File: src/rtl/rcpa_pkg.sv
package rcpa_pkg;

    localparam int TIME_W = 32;
    localparam int CFG_W  = 16;
    localparam int AXIS_W = 10;
    localparam int FUNC_W = 2;
    localparam int IDX_W  = 2;

    typedef logic [FUNC_W-1:0] t_func;
    typedef logic [TIME_W-1:0] t_time;
    typedef logic [CFG_W-1:0]  t_cfg;
    typedef logic [AXIS_W-1:0] t_axis;
    typedef logic [IDX_W-1:0]  t_cfg_idx;

    // item function codes
    localparam t_func FUNC_THR_EDGE = 2'd0;
    localparam t_func FUNC_STR_EDGE = 2'd1;
    localparam t_func FUNC_EVAL     = 2'd2;

    // configuration register indexes
    localparam t_cfg_idx CFG_PULSE_MIN = 2'd0;
    localparam t_cfg_idx CFG_PULSE_MAX = 2'd1;
    localparam t_cfg_idx CFG_FAILSAFE  = 2'd2;

    localparam t_cfg PULSE_MIN_RST = 16'd900;
    localparam t_cfg PULSE_MAX_RST = 16'd2100;
    localparam t_cfg FAILSAFE_RST  = 16'd1000;

    localparam logic [15:0] IN_LO = 16'd1000;
    localparam logic [15:0] TZ_LO = 16'd1450;
    localparam logic [15:0] TZ_HI = 16'd1550;
    localparam t_axis       AX_MAX = 10'd1023;

    // span lengths of the steering and throttle maps
    localparam logic [15:0] STR_SPAN = 16'd1000;
    localparam logic [15:0] THR_SPAN = 16'd450;

    // x*1023/1000 = x + 23x/1000, x*1023/450 = 2x + 123x/450
    localparam logic [4:0]  STR_FRAC  = 5'd23;
    localparam logic [6:0]  THR_FRAC  = 7'd123;
    localparam int          RECIP_SH  = 26;
    localparam logic [31:0] STR_RECIP = 32'd67109;
    localparam logic [33:0] THR_RECIP = 34'd149131;

endpackage

File: src/rtl/rcpa_in_if.sv
interface rcpa_in_if
    import rcpa_pkg::*;
();
    logic  valid;
    logic  ready;
    t_func func;
    t_time time_us;
    logic  pin_level;
    t_time time_ms;

    modport source (output valid, output func, output time_us, output pin_level,
                    output time_ms, input ready);
    modport sink   (input valid, input func, input time_us, input pin_level,
                    input time_ms, output ready);
endinterface

File: src/rtl/rcpa_out_if.sv
interface rcpa_out_if
    import rcpa_pkg::*;
();
    logic  valid;
    logic  ready;
    t_axis steer_axis;
    t_axis accel_axis;
    t_axis brake_axis;
    logic  link_lamp;
    logic  axes_written;
    logic  failsafe_active;

    modport source (output valid, output steer_axis, output accel_axis,
                    output brake_axis, output link_lamp, output axes_written,
                    output failsafe_active, input ready);
    modport sink   (input valid, input steer_axis, input accel_axis,
                    input brake_axis, input link_lamp, input axes_written,
                    input failsafe_active, output ready);
endinterface

File: src/rtl/rc_pulse_to_axes_failsafe_unit.sv
// path: an accepted item is held and decoded in the input register; the result of an
// evaluate item is written to the result register, which drives the output channel
// throughput: one item per cycle while an evaluate item's result can be taken; the
// registers decouple the channels, so input is taken while a result waits unless an
// evaluate item is held; reset (synchronous, active low) clears the valid flags and
// decoder state and loads the default pulse window and failsafe interval
module rc_pulse_to_axes_failsafe_unit
    import rcpa_pkg::*;
(
    input  logic          i_clk,
    input  logic          i_rst_n,
    input  logic          i_cfg_we,
    input  t_cfg_idx      i_cfg_idx,
    input  t_cfg          i_cfg_data,
    rcpa_in_if.sink       i_in,
    rcpa_out_if.source    o_out
);

    // configuration
    t_cfg  r_pulse_min;
    t_cfg  r_pulse_max;
    t_cfg  r_failsafe;

    // input register
    logic  r_s1_valid;
    t_func r_s1_func;
    t_time r_s1_time_us;
    logic  r_s1_pin_level;
    t_time r_s1_time_ms;

    // decoder state
    t_time r_thr_prev, n_thr_prev;
    t_time r_str_prev, n_str_prev;
    t_time r_thr_width, n_thr_width;
    t_time r_str_width, n_str_width;
    t_axis r_thr_level, n_thr_level;
    t_axis r_last_thr, n_last_thr;
    t_axis r_last_steer, n_last_steer;
    t_time r_last_valid_ms, n_last_valid_ms;
    t_axis r_ax_steer, n_ax_steer;
    t_axis r_ax_accel, n_ax_accel;
    t_axis r_ax_brake, n_ax_brake;

    // result register
    logic  r_out_valid;
    t_axis r_out_steer;
    t_axis r_out_accel;
    t_axis r_out_brake;
    logic  r_out_lamp;
    logic  r_out_written;
    logic  r_out_failsafe;

    logic  n_lamp;
    logic  n_written;
    logic  n_failsafe;

    logic  s1_has_out;
    logic  out_free;
    logic  s1_adv;

    // mapping datapath
    logic [15:0] ws;
    logic [15:0] wt;
    logic        str_ok;
    logic        thr_ok;
    logic [15:0] str_d;
    logic [9:0]  str_d10;
    logic [14:0] str_y;
    logic [31:0] str_p;
    t_axis       steer;
    logic        thr_below;
    logic        thr_above;
    logic [15:0] thr_d;
    logic [8:0]  thr_d9;
    logic [15:0] thr_y;
    logic [33:0] thr_p;
    t_axis       thr_val;
    t_time       ms_gap;

    assign s1_has_out = (r_s1_func == FUNC_EVAL);
    assign out_free   = !r_out_valid || o_out.ready;
    assign s1_adv     = r_s1_valid && (!s1_has_out || out_free);
    assign i_in.ready = !r_s1_valid || s1_adv;

    // steering map
    assign ws      = r_str_width[15:0];
    assign wt      = r_thr_width[15:0];
    assign str_ok  = (r_str_width > TIME_W'(r_pulse_min)) &&
                     (r_str_width < TIME_W'(r_pulse_max));
    assign thr_ok  = (r_thr_width > TIME_W'(r_pulse_min)) &&
                     (r_thr_width < TIME_W'(r_pulse_max));
    assign str_d   = ws - IN_LO;
    assign str_d10 = str_d[9:0];
    assign str_y   = 15'(str_d10) * 15'(STR_FRAC);
    assign str_p   = 32'(str_y) * STR_RECIP;

    always_comb begin
        if (ws <= IN_LO) begin
            steer = '0;
        end else if (str_d >= STR_SPAN) begin
            steer = AX_MAX;
        end else begin
            steer = str_d10 + AXIS_W'(str_p[RECIP_SH+4:RECIP_SH]);
        end
    end

    // throttle map, one shared divide for both sides of the dead zone
    assign thr_below = (wt < TZ_LO);
    assign thr_above = (wt > TZ_HI);
    assign thr_d     = thr_below ? (wt - IN_LO) : (wt - TZ_HI);
    assign thr_d9    = thr_d[8:0];
    assign thr_y     = 16'(thr_d9) * 16'(THR_FRAC);
    assign thr_p     = 34'(thr_y) * THR_RECIP;
    assign thr_val   = {thr_d9, 1'b0} + AXIS_W'(thr_p[RECIP_SH+6:RECIP_SH]);
    assign ms_gap    = r_s1_time_ms - r_last_valid_ms;

    always_comb begin
        n_thr_prev      = r_thr_prev;
        n_str_prev      = r_str_prev;
        n_thr_width     = r_thr_width;
        n_str_width     = r_str_width;
        n_thr_level     = r_thr_level;
        n_last_thr      = r_last_thr;
        n_last_steer    = r_last_steer;
        n_last_valid_ms = r_last_valid_ms;
        n_ax_steer      = r_ax_steer;
        n_ax_accel      = r_ax_accel;
        n_ax_brake      = r_ax_brake;
        n_lamp          = 1'b0;
        n_written       = 1'b0;
        n_failsafe      = 1'b0;
        case (r_s1_func)
            FUNC_THR_EDGE: begin
                if (!r_s1_pin_level) begin
                    n_thr_width = r_s1_time_us - r_thr_prev;
                end
                n_thr_prev = r_s1_time_us;
            end
            FUNC_STR_EDGE: begin
                if (!r_s1_pin_level) begin
                    n_str_width = r_s1_time_us - r_str_prev;
                end
                n_str_prev = r_s1_time_us;
            end
            FUNC_EVAL: begin
                if (str_ok && thr_ok) begin
                    n_last_valid_ms = r_s1_time_ms;
                    n_lamp          = 1'b1;
                    if (thr_below) begin
                        if (wt <= IN_LO) begin
                            n_thr_level = AX_MAX;
                        end else begin
                            n_thr_level = AX_MAX - thr_val;
                        end
                    end else if (thr_above) begin
                        if (thr_d >= THR_SPAN) begin
                            n_thr_level = AX_MAX;
                        end else begin
                            n_thr_level = thr_val;
                        end
                    end
                    if (n_thr_level != r_last_thr || steer != r_last_steer) begin
                        n_written  = 1'b1;
                        n_ax_steer = steer;
                        n_ax_accel = thr_below ? n_thr_level : '0;
                        n_ax_brake = thr_above ? n_thr_level : '0;
                    end
                    n_last_thr   = n_thr_level;
                    n_last_steer = steer;
                end else if (ms_gap > TIME_W'(r_failsafe)) begin
                    n_ax_steer = '0;
                    n_ax_accel = '0;
                    n_ax_brake = '0;
                    n_failsafe = 1'b1;
                end
            end
            default: begin
            end
        endcase
    end

    always_ff @(posedge i_clk) begin
        if (!i_rst_n) begin
            r_pulse_min <= PULSE_MIN_RST;
            r_pulse_max <= PULSE_MAX_RST;
            r_failsafe  <= FAILSAFE_RST;
        end else if (i_cfg_we) begin
            case (i_cfg_idx)
                CFG_PULSE_MIN: r_pulse_min <= i_cfg_data;
                CFG_PULSE_MAX: r_pulse_max <= i_cfg_data;
                CFG_FAILSAFE:  r_failsafe  <= i_cfg_data;
                default: begin
                end
            endcase
        end
    end

    always_ff @(posedge i_clk) begin
        if (!i_rst_n) begin
            r_s1_valid <= 1'b0;
        end else if (i_in.ready) begin
            r_s1_valid <= i_in.valid;
        end
    end

    always_ff @(posedge i_clk) begin
        if (i_in.ready && i_in.valid) begin
            r_s1_func      <= i_in.func;
            r_s1_time_us   <= i_in.time_us;
            r_s1_pin_level <= i_in.pin_level;
            r_s1_time_ms   <= i_in.time_ms;
        end
    end

    always_ff @(posedge i_clk) begin
        if (!i_rst_n) begin
            r_thr_prev      <= '0;
            r_str_prev      <= '0;
            r_thr_width     <= '0;
            r_str_width     <= '0;
            r_thr_level     <= '0;
            r_last_thr      <= '0;
            r_last_steer    <= '0;
            r_last_valid_ms <= '0;
            r_ax_steer      <= '0;
            r_ax_accel      <= '0;
            r_ax_brake      <= '0;
        end else if (s1_adv) begin
            r_thr_prev      <= n_thr_prev;
            r_str_prev      <= n_str_prev;
            r_thr_width     <= n_thr_width;
            r_str_width     <= n_str_width;
            r_thr_level     <= n_thr_level;
            r_last_thr      <= n_last_thr;
            r_last_steer    <= n_last_steer;
            r_last_valid_ms <= n_last_valid_ms;
            r_ax_steer      <= n_ax_steer;
            r_ax_accel      <= n_ax_accel;
            r_ax_brake      <= n_ax_brake;
        end
    end

    always_ff @(posedge i_clk) begin
        if (!i_rst_n) begin
            r_out_valid <= 1'b0;
        end else if (s1_adv && s1_has_out) begin
            r_out_valid <= 1'b1;
        end else if (o_out.ready) begin
            r_out_valid <= 1'b0;
        end
    end

    always_ff @(posedge i_clk) begin
        if (s1_adv && s1_has_out) begin
            r_out_steer    <= n_ax_steer;
            r_out_accel    <= n_ax_accel;
            r_out_brake    <= n_ax_brake;
            r_out_lamp     <= n_lamp;
            r_out_written  <= n_written;
            r_out_failsafe <= n_failsafe;
        end
    end

    assign o_out.valid           = r_out_valid;
    assign o_out.steer_axis      = r_out_steer;
    assign o_out.accel_axis      = r_out_accel;
    assign o_out.brake_axis      = r_out_brake;
    assign o_out.link_lamp       = r_out_lamp;
    assign o_out.axes_written    = r_out_written;
    assign o_out.failsafe_active = r_out_failsafe;

    // a pass is either valid or timed out, never both
    a_lamp_vs_failsafe: assert property (@(posedge i_clk) disable iff (!i_rst_n)
        r_out_valid |-> !(r_out_lamp && r_out_failsafe))
        else $error("link lamp and failsafe set in one result");

    // failsafe result carries zeroed axes
    a_failsafe_zero: assert property (@(posedge i_clk) disable iff (!i_rst_n)
        (r_out_valid && r_out_failsafe) |->
            (r_out_steer == '0 && r_out_accel == '0 && r_out_brake == '0))
        else $error("failsafe result with nonzero axes");

    // axes are rewritten only on a valid pass
    a_write_needs_lamp: assert property (@(posedge i_clk) disable iff (!i_rst_n)
        (r_out_valid && r_out_written) |-> r_out_lamp)
        else $error("axes rewritten on an invalid pass");

    // accelerator and brake are never driven together
    a_accel_brake: assert property (@(posedge i_clk) disable iff (!i_rst_n)
        !(r_ax_accel != '0 && r_ax_brake != '0))
        else $error("accelerator and brake both nonzero");

    // a held input item stays in the input register
    a_s1_hold: assert property (@(posedge i_clk) disable iff (!i_rst_n)
        (r_s1_valid && !s1_adv) |=> r_s1_valid)
        else $error("input item dropped while stalled");

endmodule
File: src/flat_wrapper.sv
// flat-port wrapper written by rule: the top's interface ports become plain ports
module rc_pulse_to_axes_failsafe_unit_flat import rcpa_pkg::*;
  (i_clk, i_rst_n, i_cfg_we, i_cfg_idx, i_cfg_data, i_in_valid, i_in_func, i_in_time_us, i_in_pin_level, i_in_time_ms, i_in_ready, o_out_valid, o_out_steer_axis, o_out_accel_axis, o_out_brake_axis, o_out_link_lamp, o_out_axes_written, o_out_failsafe_active, o_out_ready);
  rcpa_in_if i_in_i ();
  rcpa_out_if o_out_i ();
  input  logic i_clk;
  input  logic i_rst_n;
  input  logic i_cfg_we;
  input  t_cfg_idx i_cfg_idx;
  input  t_cfg i_cfg_data;
  input wire logic [$bits(i_in_i.valid)-1:0] i_in_valid;
  input wire logic [$bits(i_in_i.func)-1:0] i_in_func;
  input wire logic [$bits(i_in_i.time_us)-1:0] i_in_time_us;
  input wire logic [$bits(i_in_i.pin_level)-1:0] i_in_pin_level;
  input wire logic [$bits(i_in_i.time_ms)-1:0] i_in_time_ms;
  output wire logic [$bits(i_in_i.ready)-1:0] i_in_ready;
  output wire logic [$bits(o_out_i.valid)-1:0] o_out_valid;
  output wire logic [$bits(o_out_i.steer_axis)-1:0] o_out_steer_axis;
  output wire logic [$bits(o_out_i.accel_axis)-1:0] o_out_accel_axis;
  output wire logic [$bits(o_out_i.brake_axis)-1:0] o_out_brake_axis;
  output wire logic [$bits(o_out_i.link_lamp)-1:0] o_out_link_lamp;
  output wire logic [$bits(o_out_i.axes_written)-1:0] o_out_axes_written;
  output wire logic [$bits(o_out_i.failsafe_active)-1:0] o_out_failsafe_active;
  input wire logic [$bits(o_out_i.ready)-1:0] o_out_ready;
  assign i_in_i.valid = i_in_valid;
  assign i_in_i.func = i_in_func;
  assign i_in_i.time_us = i_in_time_us;
  assign i_in_i.pin_level = i_in_pin_level;
  assign i_in_i.time_ms = i_in_time_ms;
  assign i_in_ready = i_in_i.ready;
  assign o_out_valid = o_out_i.valid;
  assign o_out_steer_axis = o_out_i.steer_axis;
  assign o_out_accel_axis = o_out_i.accel_axis;
  assign o_out_brake_axis = o_out_i.brake_axis;
  assign o_out_link_lamp = o_out_i.link_lamp;
  assign o_out_axes_written = o_out_i.axes_written;
  assign o_out_failsafe_active = o_out_i.failsafe_active;
  assign o_out_i.ready = o_out_ready;
  rc_pulse_to_axes_failsafe_unit u_core (.i_clk(i_clk), .i_rst_n(i_rst_n), .i_cfg_we(i_cfg_we), .i_cfg_idx(i_cfg_idx), .i_cfg_data(i_cfg_data), .i_in(i_in_i), .o_out(o_out_i));
endmodule
File: config.mk
export PLATFORM = sky130hd
export DESIGN_NAME = rc_pulse_to_axes_failsafe_unit_flat
export DESIGN_NICKNAME = d
export VERILOG_FILES = /design/src/rtl/rcpa_pkg.sv /design/src/rtl/rcpa_in_if.sv /design/src/rtl/rcpa_out_if.sv /design/src/rtl/rc_pulse_to_axes_failsafe_unit.sv /design/src/flat_wrapper.sv
export SDC_FILE = /design/constraint.sdc
export NUM_CORES = 1
export LEC_CHECK = 0
export BUFFER_PORTS_ARGS = -buffer_cell sky130_fd_sc_hd__clkbuf_2
export CAP_MARGIN = 20
export CORE_ASPECT_RATIO = 0.75
export CORE_MARGIN = 10
export CORE_UTILIZATION = 40
export CTS_CLUSTER_DIAMETER = 40
export DETAILED_ROUTE_END_ITERATION = 10
export PLACE_DENSITY = 0.64
export SLEW_MARGIN = 40
export SYNTH_ARGS = -nofsm -noshare
export SYNTH_HDL_FRONTEND = slang
export SYNTH_SLANG_ARGS = --single-unit
File: constraint.sdc
create_clock -name i_clk -period 13 [get_ports i_clk]
set_input_delay 1.95 -clock i_clk [delete_from_list [all_inputs] [get_ports i_clk]]
set_output_delay 1.95 -clock i_clk [all_outputs]
set_load 0.01 [all_outputs]
Word level (Yosys, flattened, before mapping)
Cells that the tools add are included.
- logic and storage cells: 111
- register bits after elaboration: 360
- output and inout port bits: 35
- input bits: 90
- multiply operators: 4
- bitwise gates (word level): 2
- order comparisons: 11
- $add $sub $neg: 9
- multiplexer cells: 28
- reductions and logical operators: 26
- equal/unequal tests: 6
- operator list (cell ; number):
    $mux 10 ; 22
    $gt 32x16->1 ; 3
    $sub 32x32->32 ; 3
    $lt 32x16->1 ; 2
    $mul 16x18->33 const B ; 1
    $le 16x10->1 const B ; 2
    $sub 16x10->16 const B ; 2
    $mul 15x17->31 const B ; 1
    $ne 10x10->1 ; 2
    $ge 16x10->1 const B ; 1
    $ge 16x9->1 const B ; 1
    $gt 16x11->1 const B ; 1
    $lt 16x11->1 const B ; 1
    $mul 9x7->16 const B ; 1
    $mux 16 ; 1
    $sub 16x11->16 const B ; 1
    $mul 10x5->15 const B ; 1
    $reduce_and 2->1 ; 6
    $add 10x5->10 ; 1
    $add 10x7->10 ; 1
    $sub 10x10->10 const A ; 1
    $reduce_and 3->1 ; 3
    $logic_and 1x1->1 ; 6
    $mux 1 ; 5
    other kinds (8) ; 17

Logic depth before layout (Yosys ltp)
- depth after elaboration: 15
- depth in mapped cells: 65
- gate-level depth less buffers: 61

Least setup slack after synthesis
No wires, ideal clock.
- path type: register to register
- from: reg u_core.r_thr_width[11]
- to: reg u_core.r_out_brake[0], in the netlist u_core.o_out.brake_axis[0] (data pin)
- stages on the path, launching flop included: 58
- library setup time: 0.256 ns
- data required time: 12.744 ns
- period minus slack after synthesis: 13.804 ns
- setup slack: -0.804 ns
- arrival time: 13.547 ns
- buffers on the path: 2
- path through: dfxtp_1 -> nor4_2 -> nand3_1 -> nor2_4 -> clkbuf_1 -> nor2_1 -> xnor2_1 -> inv_1 -> ha_1 -> ha_1 -> fa_1 -> fa_1 -> inv_1 -> fa_1 -> inv_1 -> ha_1 -> a21oi_1 -> o21ai_0 -> (+22 left out) -> o21a_1 -> o21ai_0 -> nand2b_1 -> a21o_1 -> xor2_1 -> ha_1 -> a21oi_1 -> a21oi_1 -> or2_2 -> xor2_1 -> a2111o_1 -> nand3_1 -> nand4_1 -> nor4_4 -> a21boi_2 -> and2_0 -> clkbuf_1 -> a22o_1
- word-level cells in the longest chain between the ends: 15
- elaborated cells between the ends (all ways): 27
- classes of those cells: add/sub (4); mul (2); order compare (6); eq/ne (1); mux (11); reduce/logical (3)
- ends and longest elaborated chain (item ; RTL line ; source):
    from (decl) ; rc_pulse_to_axes_failsafe_unit.sv:34 ; t_time r_thr_width, n_thr_width;
    from (signal assigned) ; rc_pulse_to_axes_failsafe_unit.sv:231 ; r_thr_width <= n_thr_width;
    $lt 16x11->1 ; rc_pulse_to_axes_failsafe_unit.sv:108 ; assign thr_below = (wt < TZ_LO);
    $mux 16 ; rc_pulse_to_axes_failsafe_unit.sv:110 ; assign thr_d = thr_below ? (wt - IN_LO) : (wt - TZ_HI);
    $mul 9x7->16 ; rc_pulse_to_axes_failsafe_unit.sv:112 ; assign thr_y = 16'(thr_d9) * 16'(THR_FRAC);
    $mul 16x18->33 ; rc_pulse_to_axes_failsafe_unit.sv:113 ; assign thr_p = 34'(thr_y) * THR_RECIP;
    $add 10x7->10 ; rc_pulse_to_axes_failsafe_unit.sv:114 ; assign thr_val = {thr_d9, 1'b0} + AXIS_W'(thr_p[RECIP_SH+6:RECIP_SH]);
    $sub 10x10->10 or $mux 10 (tied branches) ; rc_pulse_to_axes_failsafe_unit.sv:153, rc_pulse_to_axes_failsafe_unit.sv:156 ;
    $mux 10 (on tied branches) ; rc_pulse_to_axes_failsafe_unit.sv:150, rc_pulse_to_axes_failsafe_unit.sv:155 ;
    $mux 10 ; rc_pulse_to_axes_failsafe_unit.sv:149 ; if (thr_below) begin
    $mux 10 ; rc_pulse_to_axes_failsafe_unit.sv:146 ; if (str_ok && thr_ok) begin
    $mux 10 ; rc_pulse_to_axes_failsafe_unit.sv:132 ; case (r_s1_func)
    $ne 10x10->1 ; rc_pulse_to_axes_failsafe_unit.sv:162 ; if (n_thr_level != r_last_thr || steer != r_last_steer) begin
    $logic_or 1x1->1 ; rc_pulse_to_axes_failsafe_unit.sv:162 ;
    $mux 10 ; rc_pulse_to_axes_failsafe_unit.sv:162 ;
    $mux 10 * ; rc_pulse_to_axes_failsafe_unit.sv:146 ;
    $mux 10 * ; rc_pulse_to_axes_failsafe_unit.sv:132 ;
    named net u_core.n_ax_brake[0] ; rc_pulse_to_axes_failsafe_unit.sv:42 ; t_axis r_ax_brake, n_ax_brake;
    to (signal assigned) ; rc_pulse_to_axes_failsafe_unit.sv:257 ; r_out_brake <= n_ax_brake;
    to (decl) ; rc_pulse_to_axes_failsafe_unit.sv:48 ; t_axis r_out_brake;
Mark *: on every way through the listed nets, which the timed path passes. The rest lies on a longest branch. The select of a mux whose other input is x is not followed.
A chain may end at the register's enable or synchronous reset.

Worst setup path in the final report
- from: reg u_core.r_thr_width[14]
- to: reg u_core.r_out_steer[2], in the netlist u_core.o_out.steer_axis[2] (data pin)
- word-level cells in the longest chain between the ends: 15
- elaborated cells between the ends (all ways): 26
- classes of those cells: add/sub (4); mul (2); order compare (6); eq/ne (1); mux (10); reduce/logical (3)
- ends and longest elaborated chain (item ; RTL line ; source):
    $lt 16x11->1 ; rc_pulse_to_axes_failsafe_unit.sv:108 ;
    $mux 16 ; rc_pulse_to_axes_failsafe_unit.sv:110 ;
    $mul 9x7->16 ; rc_pulse_to_axes_failsafe_unit.sv:112 ;
    $mul 16x18->33 ; rc_pulse_to_axes_failsafe_unit.sv:113 ;
    $add 10x7->10 ; rc_pulse_to_axes_failsafe_unit.sv:114 ;
    $sub 10x10->10 or $mux 10 (tied branches) ; rc_pulse_to_axes_failsafe_unit.sv:153, rc_pulse_to_axes_failsafe_unit.sv:156 ;
    $mux 10 (on tied branches) ; rc_pulse_to_axes_failsafe_unit.sv:150, rc_pulse_to_axes_failsafe_unit.sv:155 ;
    $mux 10 ; rc_pulse_to_axes_failsafe_unit.sv:149 ;
    $mux 10 ; rc_pulse_to_axes_failsafe_unit.sv:146 ;
    $mux 10 ; rc_pulse_to_axes_failsafe_unit.sv:132 ;
    $ne 10x10->1 ; rc_pulse_to_axes_failsafe_unit.sv:162 ;
    $logic_or 1x1->1 ; rc_pulse_to_axes_failsafe_unit.sv:162 ;
    $mux 10 ; rc_pulse_to_axes_failsafe_unit.sv:162 ;
    $mux 10 * ; rc_pulse_to_axes_failsafe_unit.sv:146 ;
    $mux 10 * ; rc_pulse_to_axes_failsafe_unit.sv:132 ;
    named net u_core.n_ax_steer[2] ; rc_pulse_to_axes_failsafe_unit.sv:40 ; t_axis r_ax_steer, n_ax_steer;
    to (signal assigned) ; rc_pulse_to_axes_failsafe_unit.sv:255 ; r_out_steer <= n_ax_steer;
    to (decl) ; rc_pulse_to_axes_failsafe_unit.sv:46 ; t_axis r_out_steer;
Marks and branches as above.

==> flow_summary.toml <==
[critical_path]
crit_path_frequent_cell = "fa_1"
cp_top_family = "adder cells"
critical_path_required_ns = 13.32
startpoint = "u_core.r_thr_width[14]"
endpoint_kind = "register"
rr_endpoint = "u_core.o_out.steer_axis[2]"
r2r_cells = 61
cp_max_fo = 8
start_kind = "register"
slowest_stage = "fa_1"
reg2reg_from = "u_core.r_thr_width[14]"
slowest_delay_ns = 0.56
arrival_ns = 13.28
critPathKind = "register to register"
r2r_slack_ns = 0.04
critPathBufInv = 12

[yosys]
netlist_area_um2 = 31200
synth_edf_count = 100
syn_avg_cell_area_um2 = 8.64
synth_top_family_by_area = "adder cells"
synth_simple_gate_area_share_pct = 14.2
synth-xor-area-share_pct = 3.88
synth_top_area_share_pct = 21.6
synth_compound_area_share_pct = 17.0
seq_area_frac_synth_pct = 26.3
postSynth.asyncResetShare_pct = 0
dominantRegCellSynth = "dfxtp_1"
ys.warnings.count = 0
ys_seq_elements = 360
synth_area_leaders = "ha_1 22%, dfxtp_1 17%, edfxtp_1 9.6%"
synth_nets = 4375
synthAdderAreaFrac_pct = 30.5
synth_cell_types = 95
synth_top_area_cell = "ha_1"
netlist_instances = 3609
synthMuxAreaShare_pct = 0.438

[grt]
grt_pass1_vias = 24700
grt_max_degree = 89
antenna_found_initial = 1
grt_overflow = 0
grt_first_pass_wirelength_um = 130000
grt_usage_pct = 17.6

[sta]
fin_tns_setup_ns = 0
drv_slew = 0
setup_viol = 0
period_minus_slack_ns = 12.96
relSlewSlack_pct = 42.7
worst_slew_pin_slew_ns = 0.851
fmax_mhz = 77.2
fin_ws_ns = 0.0436
finalHoldViolations = 0
rsz0062_at_grt = "yes"
clock_skew_ns = 0.0223
period_share_pct = 99.7

[placed_design]
hpwl_um = 63200
io_buffers = 124
placed_cell_area_um2 = 34100
pre_cts_ws_ns = -0.576
place.gp.congestion = 0.899

[die]
die_y_um = 262
fp.coreArea_um2 = 77100
start_util_pct = 40.4
ios = 125
dieArea_um2 = 89600
num_rows = 88
die_x_um = 342

[clock_tree]
clock_tree.root_cell = "clkbuf_16"
h-tree-depth = 2
clock-sinks = 360
cts_tree = "yes"
numCtsBuffers = 43
clk_latency_ns = 0.58
cts_buffer_depth = 3
clkTransAtPathRegs_ns = 0.06

[routing]
wirelength_um = 81500
drc_errors = 0
wl_per_cell_um = 16.5
drt_iter0_markers = 1614
antenna_left = 0
vias_per_cell = 5.19
dr.pass1.iters = 5
vias = 25600

[outcome]
status = "completed"

[layout]
drive_gt1_share_pct = 14.5
nFillCells = 7407
final_area_um2 = 36700
nets = 4634
syn_to_final_growth_pct = 17.8

[min_path]
whs_path_depth = 2
min_to = "u_core.r_last_valid_ms[9]"
min-delay-path-class = "register to register"
min-delay-start = "u_core.r_last_valid_ms[9]"

[flow_run]
maxCapViolCount = 0
[worst max-delay path by stage]
stage	cells past startpoint	to	slack [ns]
global placement	60	u_core.r_ax_steer[8]	-0.18
global route	61	u_core.r_ax_accel[8]	-0.47
finish	61	u_core.o_out.steer_axis[2]	0.04
detailed placement	57	u_core.r_ax_steer[2]	-0.58
CTS	59	u_core.r_ax_steer[0]	-0.03
floorplan	58	u_core.o_out.brake_axis[0]	0.03
[cell type report]
type	instances	area (um^2)	area share, %
antenna	2	5.00	0.0136
clock buffer	56	1210	3.29
clock inverter	23	255	0.695
inverter	518	1950	5.32
multi-input combinational	2618	21500	58.5
sequential	360	8210	22.4
tap	1035	1290	3.53
timing repair buffer	327	2330	6.33
[routing by layer]
layer,track usage (%),up-vias,part of all wire [%]
met3,2.71,93,4.9
met4,3.68,0,1.8
li1,-,13000,-
met5,0,-,0
met1,24.6,12100,48
met2,28.4,507,45
[cell families after synthesis]
family	count (synthesis)
buffers and inverters	631
flip-flops	360
AND/OR/NAND/NOR	960
multiplexers	13
XOR/XNOR	138
adder cells (fa/ha/maj)	676
AO/OA/AOI/OAI	831
[tightest hold or removal path: stages (launching register included)]
cell and delay (ns):
dfxtp_1 0.30, nand2_1 0.05, a21oi_1 0.05
[metrics by stage]
stage | utilization [%] | std cells | hold slack, ns
2_1_floorplan | - | 3609 | 0.432
3_3_place_gp | 44.3 | 4825 | 0.438
3_5_place_dp | 44.3 | 4825 | 0.445
4_1_cts | 46.9 | 4923 | 0.452
5_1_grt | 47.6 | 4938 | 0.463
6_report | 47.6 | 4939 | 0.450
[synthesized netlist by cell type (39+ instances only)]
| cell | n |
|---|---|
| edfxtp_1 | 100 |
| clkbuf_1 | 91 |
| nand3_1 | 58 |
| nor3_1 | 46 |
| a21o_1 | 52 |
| dfxtp_1 | 260 |
| fa_1 | 138 |
| xor2_1 | 42 |
| nor2_1 | 169 |
| xnor2_1 | 96 |
| inv_1 | 515 |
| ha_1 | 538 |
| a21oi_1 | 345 |
| o21a_1 | 39 |
| nand2_1 | 471 |
| o21ai_0 | 116 |
[registers in the layout, indices dropped and copies added (netlist names), 2 cells and up]
signal,count
u_core.r_str_prev,32
u_core.r_last_steer,10
u_core.r_s1_func,2
u_core.r_s1_time_us,32
u_core.r_pulse_min,16
u_core.r_thr_width,32
u_core.o_out.steer_axis,10
u_core.r_s1_time_ms,32
u_core.r_ax_steer,10
u_core.r_thr_prev,32
u_core.o_out.accel_axis,10
u_core.r_last_valid_ms,32
u_core.r_last_thr,10
u_core.r_ax_brake,10
u_core.o_out.brake_axis,10
u_core.r_failsafe,16
u_core.r_ax_accel,10
u_core.r_str_width,32
u_core.r_pulse_max,16
[placed cells by master (no fill, tap or decap), types with 100 or more instances in the layout]
master    count
ha_1        519
edfxtp_1    100
dfxtp_1     258
buf_4       181
o21ai_0     109
fa_1        136
inv_1       506
nor2_1      160
clkbuf_2    124
a21oi_1     329
nand2_1     467
[timing repair]
item                       in CTS  in global routing
hold buffers                    0                  0
cloned                          3                  3
hold endpoints to repair        0                  0
pin swaps                      78                 73
setup endpoints to repair      61                 62
gates resized for setup        73                 71
buffers inserted               16                 11
Power is left out: the tool's default activity adds up to more than one toggle a clock period on the data nets, which glitch-free logic cannot reach.
